==> src/rtl/fbda_pkg.sv <==
// Shared types, constants and the percent-drop helper for the free-block
// degradation alarm. No dependencies.
package fbda_pkg;

   localparam int TIME_W    = 32;
   localparam int SIZE_W    = 24;
   localparam int PCT_W     = 7;
   localparam int CSR_IDX_W = 3;
   localparam int PROD_W    = SIZE_W + PCT_W;

   localparam logic [TIME_W-1:0] BASELINE_INTERVAL_MS = TIME_W'(60000);
   localparam logic [TIME_W-1:0] WINDOW_MS            = TIME_W'(30000);
   localparam logic [TIME_W-1:0] SAMPLE_GAP_MS        = TIME_W'(1000);
   localparam logic [PCT_W-1:0]  WORSEN_PCT           = PCT_W'(5);
   localparam logic [PROD_W-1:0] PCT_SCALE            = PROD_W'(100);

   typedef enum logic [CSR_IDX_W-1:0] {
      CSR_CRITICAL_LEVEL,
      CSR_SEVERE_LEVEL,
      CSR_MIN_FREE_TOTAL,
      CSR_DEGRADE_PERCENT,
      CSR_SEVERE_WORSEN_PERCENT,
      CSR_PERSIST_MS,
      CSR_NORMAL_COOLDOWN_MS,
      CSR_SHORT_COOLDOWN_MS
   } csr_index_type;

   typedef enum logic [1:0] {
      CAUSE_NONE,
      CAUSE_CRITICAL,
      CAUSE_WORSENED,
      CAUSE_SEVERE
   } cause_type;

   typedef struct packed {
      logic [SIZE_W-1:0] critical_level;
      logic [SIZE_W-1:0] severe_level;
      logic [SIZE_W-1:0] min_free_total;
      logic [PCT_W-1:0]  degrade_percent;
      logic [PCT_W-1:0]  severe_worsen_percent;
      logic [SIZE_W-1:0] persist_ms;
      logic [SIZE_W-1:0] normal_cooldown_ms;
      logic [SIZE_W-1:0] short_cooldown_ms;
   } cfg_type;

   localparam cfg_type CFG_RESET = '{
      critical_level:        SIZE_W'(8192),
      severe_level:          SIZE_W'(16384),
      min_free_total:        SIZE_W'(32768),
      degrade_percent:       PCT_W'(30),
      severe_worsen_percent: PCT_W'(50),
      persist_ms:            SIZE_W'(10000),
      normal_cooldown_ms:    SIZE_W'(300000),
      short_cooldown_ms:     SIZE_W'(60000)
   };

   typedef struct packed {
      logic [TIME_W-1:0] now_ms;
      logic [SIZE_W-1:0] free_total;
      logic [SIZE_W-1:0] largest_free;
   } req_type;

   typedef struct packed {
      logic              dump_request;
      cause_type         dump_cause;
      logic              sample_pulse;
      logic              fragmented;
      logic              became_fragmented;
      logic              recovered;
      logic              active_window;
      logic [SIZE_W-1:0] baseline_now;
   } rsp_type;

   typedef struct packed {
      logic              started;
      logic [SIZE_W-1:0] baseline_block;
      logic [TIME_W-1:0] baseline_stamp;
      logic [TIME_W-1:0] dump_stamp;
      logic [SIZE_W-1:0] dumped_block;
      logic [TIME_W-1:0] frag_start;
      logic [SIZE_W-1:0] frag_start_block;
      logic              prev_fragmented;
      logic              window_open;
      logic [TIME_W-1:0] window_start;
      logic [TIME_W-1:0] sample_stamp;
   } state_type;

   // (ref - cur) * 100 >= pct * ref, exact; false whenever cur > ref
   function automatic logic pct_drop(input logic [SIZE_W-1:0] ref_val,
                                     input logic [SIZE_W-1:0] cur_val,
                                     input logic [PCT_W-1:0]  pct);
      logic [SIZE_W-1:0] diff;
      logic [PROD_W-1:0] lhs;
      logic [PROD_W-1:0] rhs;
      diff = ref_val - cur_val;
      lhs  = PROD_W'(diff) * PCT_SCALE;
      rhs  = PROD_W'(pct) * PROD_W'(ref_val);
      return (cur_val <= ref_val) && (lhs >= rhs);
   endfunction

endpackage

==> src/rtl/fbda_if.sv <==
// Valid/ready channel interfaces: request, response and register write.
// Depends on fbda_pkg for field widths.
interface fbda_req_if;
   logic                        valid;
   logic                        ready;
   logic [fbda_pkg::TIME_W-1:0] now_ms;
   logic [fbda_pkg::SIZE_W-1:0] free_total;
   logic [fbda_pkg::SIZE_W-1:0] largest_free;
   modport source (output valid, now_ms, free_total, largest_free, input ready);
   modport sink   (input valid, now_ms, free_total, largest_free, output ready);
endinterface

interface fbda_rsp_if;
   logic                        valid;
   logic                        ready;
   logic                        dump_request;
   logic [1:0]                  dump_cause;
   logic                        sample_pulse;
   logic                        fragmented;
   logic                        became_fragmented;
   logic                        recovered;
   logic                        active_window;
   logic [fbda_pkg::SIZE_W-1:0] baseline_now;
   modport source (output valid, dump_request, dump_cause, sample_pulse, fragmented,
                   became_fragmented, recovered, active_window, baseline_now,
                   input ready);
   modport sink   (input valid, dump_request, dump_cause, sample_pulse, fragmented,
                   became_fragmented, recovered, active_window, baseline_now,
                   output ready);
endinterface

interface fbda_csr_if;
   logic                           valid;
   logic                           ready;
   logic [fbda_pkg::CSR_IDX_W-1:0] index;
   logic [fbda_pkg::SIZE_W-1:0]    wdata;
   modport source (output valid, index, wdata, input ready);
   modport sink   (input valid, index, wdata, output ready);
endinterface

==> src/rtl/fbda_csr.sv <==
// Configuration register file, written through the csr channel.
// Depends on fbda_pkg and fbda_csr_if.
module fbda_csr (
   input  logic              clock,
   input  logic              reset,
   fbda_csr_if.sink          csr_chan,
   output fbda_pkg::cfg_type cfg
);
   import fbda_pkg::*;

   cfg_type cfg_ff;
   cfg_type cfg_in;

   assign csr_chan.ready = 1'b1;
   assign cfg            = cfg_ff;

   always_comb begin
      cfg_in = cfg_ff;
      if (csr_chan.valid) begin
         case (csr_index_type'(csr_chan.index))
            CSR_CRITICAL_LEVEL:        cfg_in.critical_level        = csr_chan.wdata;
            CSR_SEVERE_LEVEL:          cfg_in.severe_level          = csr_chan.wdata;
            CSR_MIN_FREE_TOTAL:        cfg_in.min_free_total        = csr_chan.wdata;
            CSR_DEGRADE_PERCENT:       cfg_in.degrade_percent       = csr_chan.wdata[PCT_W-1:0];
            CSR_SEVERE_WORSEN_PERCENT: cfg_in.severe_worsen_percent = csr_chan.wdata[PCT_W-1:0];
            CSR_PERSIST_MS:            cfg_in.persist_ms            = csr_chan.wdata;
            CSR_NORMAL_COOLDOWN_MS:    cfg_in.normal_cooldown_ms    = csr_chan.wdata;
            CSR_SHORT_COOLDOWN_MS:     cfg_in.short_cooldown_ms     = csr_chan.wdata;
            default:                   cfg_in = cfg_ff;
         endcase
      end
   end

   always_ff @(posedge clock) begin
      if (reset) begin
         cfg_ff <= CFG_RESET;
      end else begin
         cfg_ff <= cfg_in;
      end
   end

endmodule

==> src/rtl/fbda_core.sv <==
// Single-pass tick evaluation: baseline, fragmentation, sampling window and
// dump decisions, plus the tracking state. Depends on fbda_pkg.
module fbda_core (
   input  logic              clock,
   input  logic              reset,
   input  logic              fire,
   input  fbda_pkg::req_type item,
   input  fbda_pkg::cfg_type cfg,
   output fbda_pkg::rsp_type rsp
);
   import fbda_pkg::*;

   state_type         st_ff;
   state_type         st_in;
   logic [SIZE_W-1:0] base0;
   logic [TIME_W-1:0] bstamp0;
   logic [TIME_W-1:0] since_dump;
   logic [TIME_W-1:0] short_cool;
   logic [TIME_W-1:0] cool;
   logic [SIZE_W-1:0] ref_blk;
   logic              crit;
   logic              frag;
   logic              worse;
   logic              severe;
   logic              expired;

   assign short_cool = TIME_W'(cfg.short_cooldown_ms);
   assign base0      = st_ff.started ? st_ff.baseline_block : item.largest_free;
   assign bstamp0    = st_ff.started ? st_ff.baseline_stamp : item.now_ms;
   assign since_dump = item.now_ms - st_ff.dump_stamp;
   assign crit       = (item.largest_free < cfg.critical_level) &&
                       ((since_dump >= short_cool) || (st_ff.dump_stamp == '0));
   assign frag       = (item.free_total >= cfg.min_free_total) && (base0 != '0) &&
                       pct_drop(base0, item.largest_free, cfg.degrade_percent);

   // worsening check against the last dump level, else the entry level
   assign ref_blk = (st_ff.dumped_block != '0) ? st_ff.dumped_block
                                               : st_ff.frag_start_block;
   always_comb begin
      worse  = 1'b0;
      severe = 1'b0;
      if ((ref_blk != '0) && (item.largest_free < ref_blk)) begin
         worse  = pct_drop(ref_blk, item.largest_free, WORSEN_PCT);
         severe = pct_drop(ref_blk, item.largest_free, cfg.severe_worsen_percent);
      end
      if (item.largest_free < cfg.severe_level || severe) begin
         cool = short_cool;
      end else begin
         cool = TIME_W'(cfg.normal_cooldown_ms);
      end
      expired = (since_dump >= cool) || (st_ff.dump_stamp == '0);
   end

   always_comb begin
      st_in                = st_ff;
      st_in.started        = 1'b1;
      st_in.baseline_block = base0;
      st_in.baseline_stamp = bstamp0;
      rsp                  = '0;
      rsp.dump_cause       = CAUSE_NONE;
      if (crit) begin
         rsp.dump_request   = 1'b1;
         rsp.dump_cause     = CAUSE_CRITICAL;
         rsp.fragmented     = st_ff.prev_fragmented;
         st_in.dump_stamp   = item.now_ms;
         st_in.dumped_block = item.largest_free;
      end else begin
         rsp.fragmented = frag;
         if (!frag && (item.now_ms - bstamp0 >= BASELINE_INTERVAL_MS)) begin
            if (item.largest_free > base0) begin
               st_in.baseline_block = item.largest_free;
            end
            st_in.baseline_stamp = item.now_ms;
         end
         if (st_ff.window_open && (item.now_ms - st_ff.window_start >= WINDOW_MS)) begin
            st_in.window_open  = 1'b0;
            st_in.window_start = '0;
            st_in.sample_stamp = '0;
         end
         if (st_in.window_open &&
             ((item.now_ms - st_in.sample_stamp >= SAMPLE_GAP_MS) ||
              (st_in.sample_stamp == '0))) begin
            rsp.sample_pulse   = 1'b1;
            st_in.sample_stamp = item.now_ms;
         end
         if (frag && !st_ff.prev_fragmented) begin
            rsp.became_fragmented  = 1'b1;
            st_in.frag_start       = item.now_ms;
            st_in.frag_start_block = item.largest_free;
            st_in.window_open      = 1'b1;
            st_in.window_start     = item.now_ms;
         end else if (!frag && st_ff.prev_fragmented) begin
            rsp.recovered          = 1'b1;
            st_in.window_open      = 1'b0;
            st_in.window_start     = '0;
            st_in.sample_stamp     = '0;
            st_in.frag_start       = '0;
            st_in.frag_start_block = '0;
            if (item.largest_free > st_in.baseline_block) begin
               st_in.baseline_block = item.largest_free;
            end
            st_in.baseline_stamp = item.now_ms;
         end else if (frag && (st_ff.frag_start != '0) &&
                      (item.now_ms - st_ff.frag_start >= TIME_W'(cfg.persist_ms))) begin
            if (worse && (expired || (severe && since_dump >= short_cool))) begin
               rsp.dump_request   = 1'b1;
               rsp.dump_cause     = severe ? CAUSE_SEVERE : CAUSE_WORSENED;
               st_in.dump_stamp   = item.now_ms;
               st_in.dumped_block = item.largest_free;
            end
         end
         st_in.prev_fragmented = frag;
      end
      rsp.active_window = st_in.window_open;
      rsp.baseline_now  = st_in.baseline_block;
   end

   always_ff @(posedge clock) begin
      if (reset) begin
         st_ff <= '0;
      end else if (fire) begin
         st_ff <= st_in;
      end
   end

endmodule

==> src/rtl/free_block_degradation_alarm.sv <==
// Free-block degradation alarm: one request per clock unless the response side
// stalls. A response is valid once the accepted request has passed the input
// register and then the response register; response back-pressure can hold it
// in the input register in between. The whole evaluation of a tick - the percent
// cross-products, the timer compares and the state update - is one combinational
// pass between those registers, so a new tick is taken every cycle while the
// response side keeps up. Register writes take effect the cycle after they
// are accepted and should only be made with no tick in flight.
// Depends on fbda_pkg, fbda_if, fbda_csr and fbda_core.
module free_block_degradation_alarm (
   input logic        clock,
   input logic        reset,
   fbda_req_if.sink   req_chan,
   fbda_rsp_if.source rsp_chan,
   fbda_csr_if.sink   csr_chan
);
   import fbda_pkg::*;

   logic    in_valid_ff;
   req_type in_data_ff;
   logic    out_valid_ff;
   rsp_type out_data_ff;
   cfg_type cfg;
   rsp_type core_rsp;
   logic    out_free;
   logic    advance;

   assign out_free       = !out_valid_ff || rsp_chan.ready;
   assign advance        = in_valid_ff && out_free;
   assign req_chan.ready = !in_valid_ff || advance;

   fbda_csr u_csr (
      .clock    (clock),
      .reset    (reset),
      .csr_chan (csr_chan),
      .cfg      (cfg)
   );

   fbda_core u_core (
      .clock (clock),
      .reset (reset),
      .fire  (advance),
      .item  (in_data_ff),
      .cfg   (cfg),
      .rsp   (core_rsp)
   );

   always_ff @(posedge clock) begin
      if (reset) begin
         in_valid_ff  <= 1'b0;
         out_valid_ff <= 1'b0;
      end else begin
         if (req_chan.ready) begin
            in_valid_ff <= req_chan.valid;
         end
         if (out_free) begin
            out_valid_ff <= in_valid_ff;
         end
      end
   end

   always_ff @(posedge clock) begin
      if (req_chan.valid && req_chan.ready) begin
         in_data_ff.now_ms       <= req_chan.now_ms;
         in_data_ff.free_total   <= req_chan.free_total;
         in_data_ff.largest_free <= req_chan.largest_free;
      end
      if (advance) begin
         out_data_ff <= core_rsp;
      end
   end

   assign rsp_chan.valid             = out_valid_ff;
   assign rsp_chan.dump_request      = out_data_ff.dump_request;
   assign rsp_chan.dump_cause        = out_data_ff.dump_cause;
   assign rsp_chan.sample_pulse      = out_data_ff.sample_pulse;
   assign rsp_chan.fragmented        = out_data_ff.fragmented;
   assign rsp_chan.became_fragmented = out_data_ff.became_fragmented;
   assign rsp_chan.recovered         = out_data_ff.recovered;
   assign rsp_chan.active_window     = out_data_ff.active_window;
   assign rsp_chan.baseline_now      = out_data_ff.baseline_now;

   a_advance_fills_out: assert property (@(posedge clock) disable iff (reset)
      advance |=> out_valid_ff)
      else $error("evaluated request did not reach the response register");

   a_cause_needs_dump: assert property (@(posedge clock) disable iff (reset)
      out_valid_ff && !out_data_ff.dump_request |-> out_data_ff.dump_cause == CAUSE_NONE)
      else $error("dump cause set without a dump");

   a_enter_opens_window: assert property (@(posedge clock) disable iff (reset)
      out_valid_ff && out_data_ff.became_fragmented |->
         out_data_ff.fragmented && out_data_ff.active_window && !out_data_ff.recovered)
      else $error("entry into fragmented state without open window");

   a_recover_clears: assert property (@(posedge clock) disable iff (reset)
      out_valid_ff && out_data_ff.recovered |->
         !out_data_ff.fragmented && !out_data_ff.active_window)
      else $error("recovery left fragmented state or window open");

endmodule

==> src/flat_wrapper.sv <==
// flat-port wrapper written by rule: the top's interface ports become plain ports
module free_block_degradation_alarm_flat import fbda_pkg::*;
  (clock, reset, req_chan_valid, req_chan_now_ms, req_chan_free_total, req_chan_largest_free, req_chan_ready, rsp_chan_valid, rsp_chan_dump_request, rsp_chan_dump_cause, rsp_chan_sample_pulse, rsp_chan_fragmented, rsp_chan_became_fragmented, rsp_chan_recovered, rsp_chan_active_window, rsp_chan_baseline_now, rsp_chan_ready, csr_chan_valid, csr_chan_index, csr_chan_wdata, csr_chan_ready);
  fbda_req_if req_chan_i ();
  fbda_rsp_if rsp_chan_i ();
  fbda_csr_if csr_chan_i ();
  input logic clock;
  input logic reset;
  input wire logic [$bits(req_chan_i.valid)-1:0] req_chan_valid;
  input wire logic [$bits(req_chan_i.now_ms)-1:0] req_chan_now_ms;
  input wire logic [$bits(req_chan_i.free_total)-1:0] req_chan_free_total;
  input wire logic [$bits(req_chan_i.largest_free)-1:0] req_chan_largest_free;
  output wire logic [$bits(req_chan_i.ready)-1:0] req_chan_ready;
  output wire logic [$bits(rsp_chan_i.valid)-1:0] rsp_chan_valid;
  output wire logic [$bits(rsp_chan_i.dump_request)-1:0] rsp_chan_dump_request;
  output wire logic [$bits(rsp_chan_i.dump_cause)-1:0] rsp_chan_dump_cause;
  output wire logic [$bits(rsp_chan_i.sample_pulse)-1:0] rsp_chan_sample_pulse;
  output wire logic [$bits(rsp_chan_i.fragmented)-1:0] rsp_chan_fragmented;
  output wire logic [$bits(rsp_chan_i.became_fragmented)-1:0] rsp_chan_became_fragmented;
  output wire logic [$bits(rsp_chan_i.recovered)-1:0] rsp_chan_recovered;
  output wire logic [$bits(rsp_chan_i.active_window)-1:0] rsp_chan_active_window;
  output wire logic [$bits(rsp_chan_i.baseline_now)-1:0] rsp_chan_baseline_now;
  input wire logic [$bits(rsp_chan_i.ready)-1:0] rsp_chan_ready;
  input wire logic [$bits(csr_chan_i.valid)-1:0] csr_chan_valid;
  input wire logic [$bits(csr_chan_i.index)-1:0] csr_chan_index;
  input wire logic [$bits(csr_chan_i.wdata)-1:0] csr_chan_wdata;
  output wire logic [$bits(csr_chan_i.ready)-1:0] csr_chan_ready;
  assign req_chan_i.valid = req_chan_valid;
  assign req_chan_i.now_ms = req_chan_now_ms;
  assign req_chan_i.free_total = req_chan_free_total;
  assign req_chan_i.largest_free = req_chan_largest_free;
  assign req_chan_ready = req_chan_i.ready;
  assign rsp_chan_valid = rsp_chan_i.valid;
  assign rsp_chan_dump_request = rsp_chan_i.dump_request;
  assign rsp_chan_dump_cause = rsp_chan_i.dump_cause;
  assign rsp_chan_sample_pulse = rsp_chan_i.sample_pulse;
  assign rsp_chan_fragmented = rsp_chan_i.fragmented;
  assign rsp_chan_became_fragmented = rsp_chan_i.became_fragmented;
  assign rsp_chan_recovered = rsp_chan_i.recovered;
  assign rsp_chan_active_window = rsp_chan_i.active_window;
  assign rsp_chan_baseline_now = rsp_chan_i.baseline_now;
  assign rsp_chan_i.ready = rsp_chan_ready;
  assign csr_chan_i.valid = csr_chan_valid;
  assign csr_chan_i.index = csr_chan_index;
  assign csr_chan_i.wdata = csr_chan_wdata;
  assign csr_chan_ready = csr_chan_i.ready;
  free_block_degradation_alarm u_core (.clock(clock), .reset(reset), .req_chan(req_chan_i), .rsp_chan(rsp_chan_i), .csr_chan(csr_chan_i));
endmodule
==> config.mk <==
export PLATFORM = sky130hd
export DESIGN_NAME = free_block_degradation_alarm_flat
export DESIGN_NICKNAME = d
export VERILOG_FILES = /design/src/rtl/fbda_pkg.sv /design/src/rtl/fbda_if.sv /design/src/rtl/fbda_csr.sv /design/src/rtl/fbda_core.sv /design/src/rtl/free_block_degradation_alarm.sv /design/src/flat_wrapper.sv
export SDC_FILE = /design/constraint.sdc
export NUM_CORES = 2
export LEC_CHECK = 0
export ABC_CLOCK_PERIOD_IN_PS = 18500
export BUFFER_PORTS_ARGS = -buffer_cell sky130_fd_sc_hd__buf_2
export CAP_MARGIN = 0
export CORE_ASPECT_RATIO = 0.75
export CORE_UTILIZATION = 50
export CTS_CLUSTER_SIZE = 16
export DETAILED_ROUTE_END_ITERATION = 6
export GPL_ROUTABILITY_DRIVEN = 0
export PLACE_DENSITY = 0.68
export SLEW_MARGIN = 15
export SYNTH_ARGS = -nofsm -noshare
export SYNTH_HDL_FRONTEND = slang
export SYNTH_SLANG_ARGS = --single-unit
==> constraint.sdc <==
create_clock -name clock -period 18.5 [get_ports clock]
set_input_delay 2.775 -clock clock [delete_from_list [all_inputs] [get_ports clock]]
set_output_delay 2.775 -clock clock [all_outputs]
set_load 0.02 [all_outputs]
==> impl_results.md <==
* Async SR Flop Fraction at 0
* Synth area leaders: ha_1 18%, dfxtp_1 15%, fa_1 9.9%
* Pre-antenna DRT Iters at 7
* Slew headroom at 0.131
* Initial antenna violation count at 4
* Post CTS Setup Buffer Count at 0
* DR vias at 46.4k
* Kind of end point of the critical path: flip-flop
* P_sw at 3100 µW
* Syn-to-layout area delta at 8.24%
* DRC violations left at 2
* R2R depth at 52
* Clock buffer depth at 3
* Final Max Tran Viols at 0
* Final hold vios at 0
* DPL Wire Length at 115 mm
* Highest metal used: met5
* Initial Utilization at 0.508
* # clock sinks at 507
* Worst R2R Setup Slack at 3.41 ns
* Setup_tns at 0 ns
* Root Driver: clkbuf_16
* Post-synth cell types at 96
* Final Cycle Share at 0.816
* Largest area contributor in the netlist: ha_1
* Synth Area per Inst at 8.26 µm²
* Setup Skew at 0.0793 ns
* Cell Int Power at 3730 µW
* Initial DRC count at 4016
* Post-route ant nets at 0
* Worst setup SP type: flip-flop
* Share of cells above drive strength 1 at 0.0658
* Pwr/cell area at 120 nW/µm²
* CTS tree: built
* Crit path max-delay cell type: edfxtp_1
* Post-CTS sizing at 0
* Post-Syn Nets at 7500
* Num ports at 147
* Failing checks: DRC
* Maxcap violations at 0
* Number of synthesized flops with an enable pin at 112
* Via density per instance at 5.87
* M1 WL at 71.3 mm
* Die W at 377 µm
* Top cell type's share of synthesized area at 0.176
* Synthesized area at 52700 µm²
* Hold Crit Class: reg2reg
* Port buffer count at 145
* Die height at 283 µm
* CP Class: reg2reg
* Critical Path AT at 15.45 ns
* Fin cells at 7898
* H-tree depth at 2
* CORE AREA at 104000 µm²
* Multi-input gate area at 38300 µm²
* Met2 WL at 66.5 mm
* Worst-path fanout max at 49
* Ant. Diodes at 0
* Peak VDD IR at 0.141 mV
* Yosys Warn Count at 0
* Final wirelength at 154 mm
* Row cnt at 102
* CP peak stage delay at 0.81 ns
* Cells after DPL at 7791
* Placed standard-cell area at 55100 µm²
* Cells after Synth at 6384
* Clk network pwr share at 0.178
* Post-synthesis sequential area ratio at 0.214
* Switching Share at 0.454
* Avg WL per Cell at 19.6 µm
* Max Clk Rate at 66.2 MHz
* Pin count of the biggest net entering global routing at 113
* Register bit total from synthesis at 507
* Ys flop type: dfxtp_1
* Vias in the first global route at 43.2k
* Hold buffers post-CTS at 0
* Worst Path Required at 18.85 ns
* WL met3 at 11.9 mm
* Leakage power total at 0.0255 µW
* First-pass GRT wire length at 242 mm
* Sequential Power Share at 0.180
* Tot GR Track Use at 0.282
* Inserted Clock Buffers at 57
* Filler cells at 9769
* Status: complete, but fails checks
* RSZ-0062 raised after global routing: false
* Die Footprint at 107000 µm²
* Slew @ Worst Pin at 1.27 ns
* Crit path top cell by count: o21ai_0
* Total gr overflow at 0
* Endpoints failing setup at 0
* Final Critical Period at 15.09 ns
* Seq. cell area at 11300 µm²
* Worst Hold Depth at 2
* Post-Layout Inst Area at 57100 µm²
* Fin nets at 7562
* Clk_lat worst skew at 0.69 ns
* Power share of the combinational group at 0.642
* Clk slew on worst S/H paths at 0.06 ns
## through the flow
stage / hold slack, ns / util / worst slack (ns) / total power (µW)
after floorplan: 0.434 / - / 6.59 / 4540
after global placement: 0.442 / 0.530 / 4.19 / 5430
after detailed placement: 0.447 / 0.530 / 3.85 / 5550
after CTS: 0.455 / 0.550 / 3.73 / 6800
after global routing: 0.469 / 0.550 / 2.53 / 7460
final: 0.453 / 0.550 / 3.41 / 6830
## critical path: cells and delay by family (launching register included)
family | cells | cell delay (ns)
AOI/OAI and AO/OA | 29 | 7.48
muxes | 1 | 0.37
DFF | 1 | 0.81
buffers and inverters | 3 | 1.06
and+or+nand+nor | 11 | 2.61
xor gates and xnor gates | 1 | 0.12
adders and majority gates | 7 | 2.32
## synthesized netlist by cell type, types with 26 or more instances
library cell / instances
o21bai_1: 40
and3_1: 34
and2_1: 143
nand2b_1: 199
a211oi_1: 39
nor3_1: 90
nor2b_1: 112
nand4_1: 78
a22o_1: 34
nor4_1: 58
nand3b_1: 26
nand2_1: 801
inv_1: 595
mux2i_1: 123
xor2_1: 99
o211ai_1: 36
edfxtp_1: 112
clkbuf_1: 196
o21a_1: 66
or3_1: 34
ha_1: 742
a21o_1: 206
o41ai_1: 31
o21ai_0: 295
a31oi_1: 32
xnor2_1: 139
dfxtp_1: 395
a21oi_1: 565
fa_1: 262
nor2_1: 253
nand3_1: 191
## logic make-up (layout without fill, tap and decap cells)
logic type               Yosys count  in the layout  synth area share
AO/OA/AOI/OAI                   1558           1558             0.187
XOR/XNOR                         238            238            0.0395
adder cells (fa/ha/maj)         1004           1004             0.275
buffers and inverters            843            953            0.0618
flip-flops                       507            507             0.214
multiplexers                     155            155            0.0302
other                              1              1         0.0000711
AND/OR/NAND/NOR                 2078           2078             0.193
## power groups by stage
stage | combinational (µW) | clock [µW] | sequential, µW
2_1_floorplan | 3290 | 0 | 1250
3_3_place_gp | 4180 | 0 | 1250
3_5_place_dp | 4310 | 0 | 1250
4_1_cts | 4340 | 1230 | 1230
5_1_grt | 4940 | 1280 | 1230
6_report | 4380 | 1220 | 1230
## area by class of cell
cell class | instances | area share
clock buffers | 71 | 0.0272
clock inverters | 36 | 0.00765
inverters | 595 | 0.0391
multi-input cells | 5034 | 0.671
flip-flops and latches | 507 | 0.197
well taps | 1404 | 0.0308
repair buffers | 251 | 0.0268
## final timing paths
kind / startpoint / end
worst max-delay path: u_core.in_data_ff[1] / u_core.rsp_chan.baseline_now[9]
worst min-delay path: u_core.u_csr.cfg[135] / u_core.u_csr.cfg[135]
worst max register to register: u_core.in_data_ff[1] / u_core.rsp_chan.baseline_now[9]
worst min register to register: u_core.u_csr.cfg[135] / u_core.u_csr.cfg[135]
## placed cells by master, fill, tap and decap left out, types with 16 or more instances in the layout
cell / Yosys / layout
a211o_1: 23 / 23
a211oi_1: 39 / 38
a21boi_0: 16 / 16
a21o_1: 206 / 205
a21oi_1: 565 / 564
a22o_1: 34 / 34
a31oi_1: 32 / 32
and2_1: 143 / 142
and3_1: 34 / 34
buf_2: 21 / 144
buf_4: 4 / 106
clkbuf_16: 0 / 58
dfxtp_1: 395 / 394
edfxtp_1: 112 / 112
fa_1: 262 / 262
ha_1: 742 / 741
inv_1: 595 / 594
mux2_2: 17 / 17
mux2i_1: 123 / 123
nand2_1: 801 / 801
nand2b_1: 199 / 199
nand3_1: 191 / 191
nand3b_1: 26 / 26
nand4_1: 78 / 78
nor2_1: 253 / 252
nor2b_1: 112 / 112
nor3_1: 90 / 88
nor4_1: 58 / 58
o211ai_1: 36 / 36
o21a_1: 66 / 66
o21ai_0: 295 / 293
o21bai_1: 40 / 40
o31a_1: 16 / 16
o31ai_1: 17 / 16
o41ai_1: 31 / 31
or3_1: 34 / 34
xnor2_1: 139 / 139
xor2_1: 99 / 99
## registers in the layout, summed over array words and instances (netlist names)
name / flops
u_core.rsp_chan.fragmented: 1
u_core.in_valid_ff: 1
u_core.rsp_chan.became_fragmented: 1
u_core.u_csr.cfg: 158
u_core.u_core.st_ff: 235
u_core.rsp_chan.sample_pulse: 1
u_core.in_data_ff: 80
u_core.rsp_chan.baseline_now: 24
u_core.rsp_chan.dump_request: 1
u_core.rsp_chan.recovered: 1
u_core.rsp_chan.active_window: 1
u_core.rsp_chan.dump_cause: 2
u_core.rsp_chan.valid: 1
## layer usage
| layer | up-vias | global-route usage |
|---|---|---|
| met1 | 22100 | 0.410 |
| met4 | 2 | 0.0809 |
| met3 | 253 | 0.0381 |
| li1 | 22400 | - |
| met2 | 1578 | 0.435 |
| met5 | - | 0 |
No activity file was read; power rests on OpenSTA's default activity.
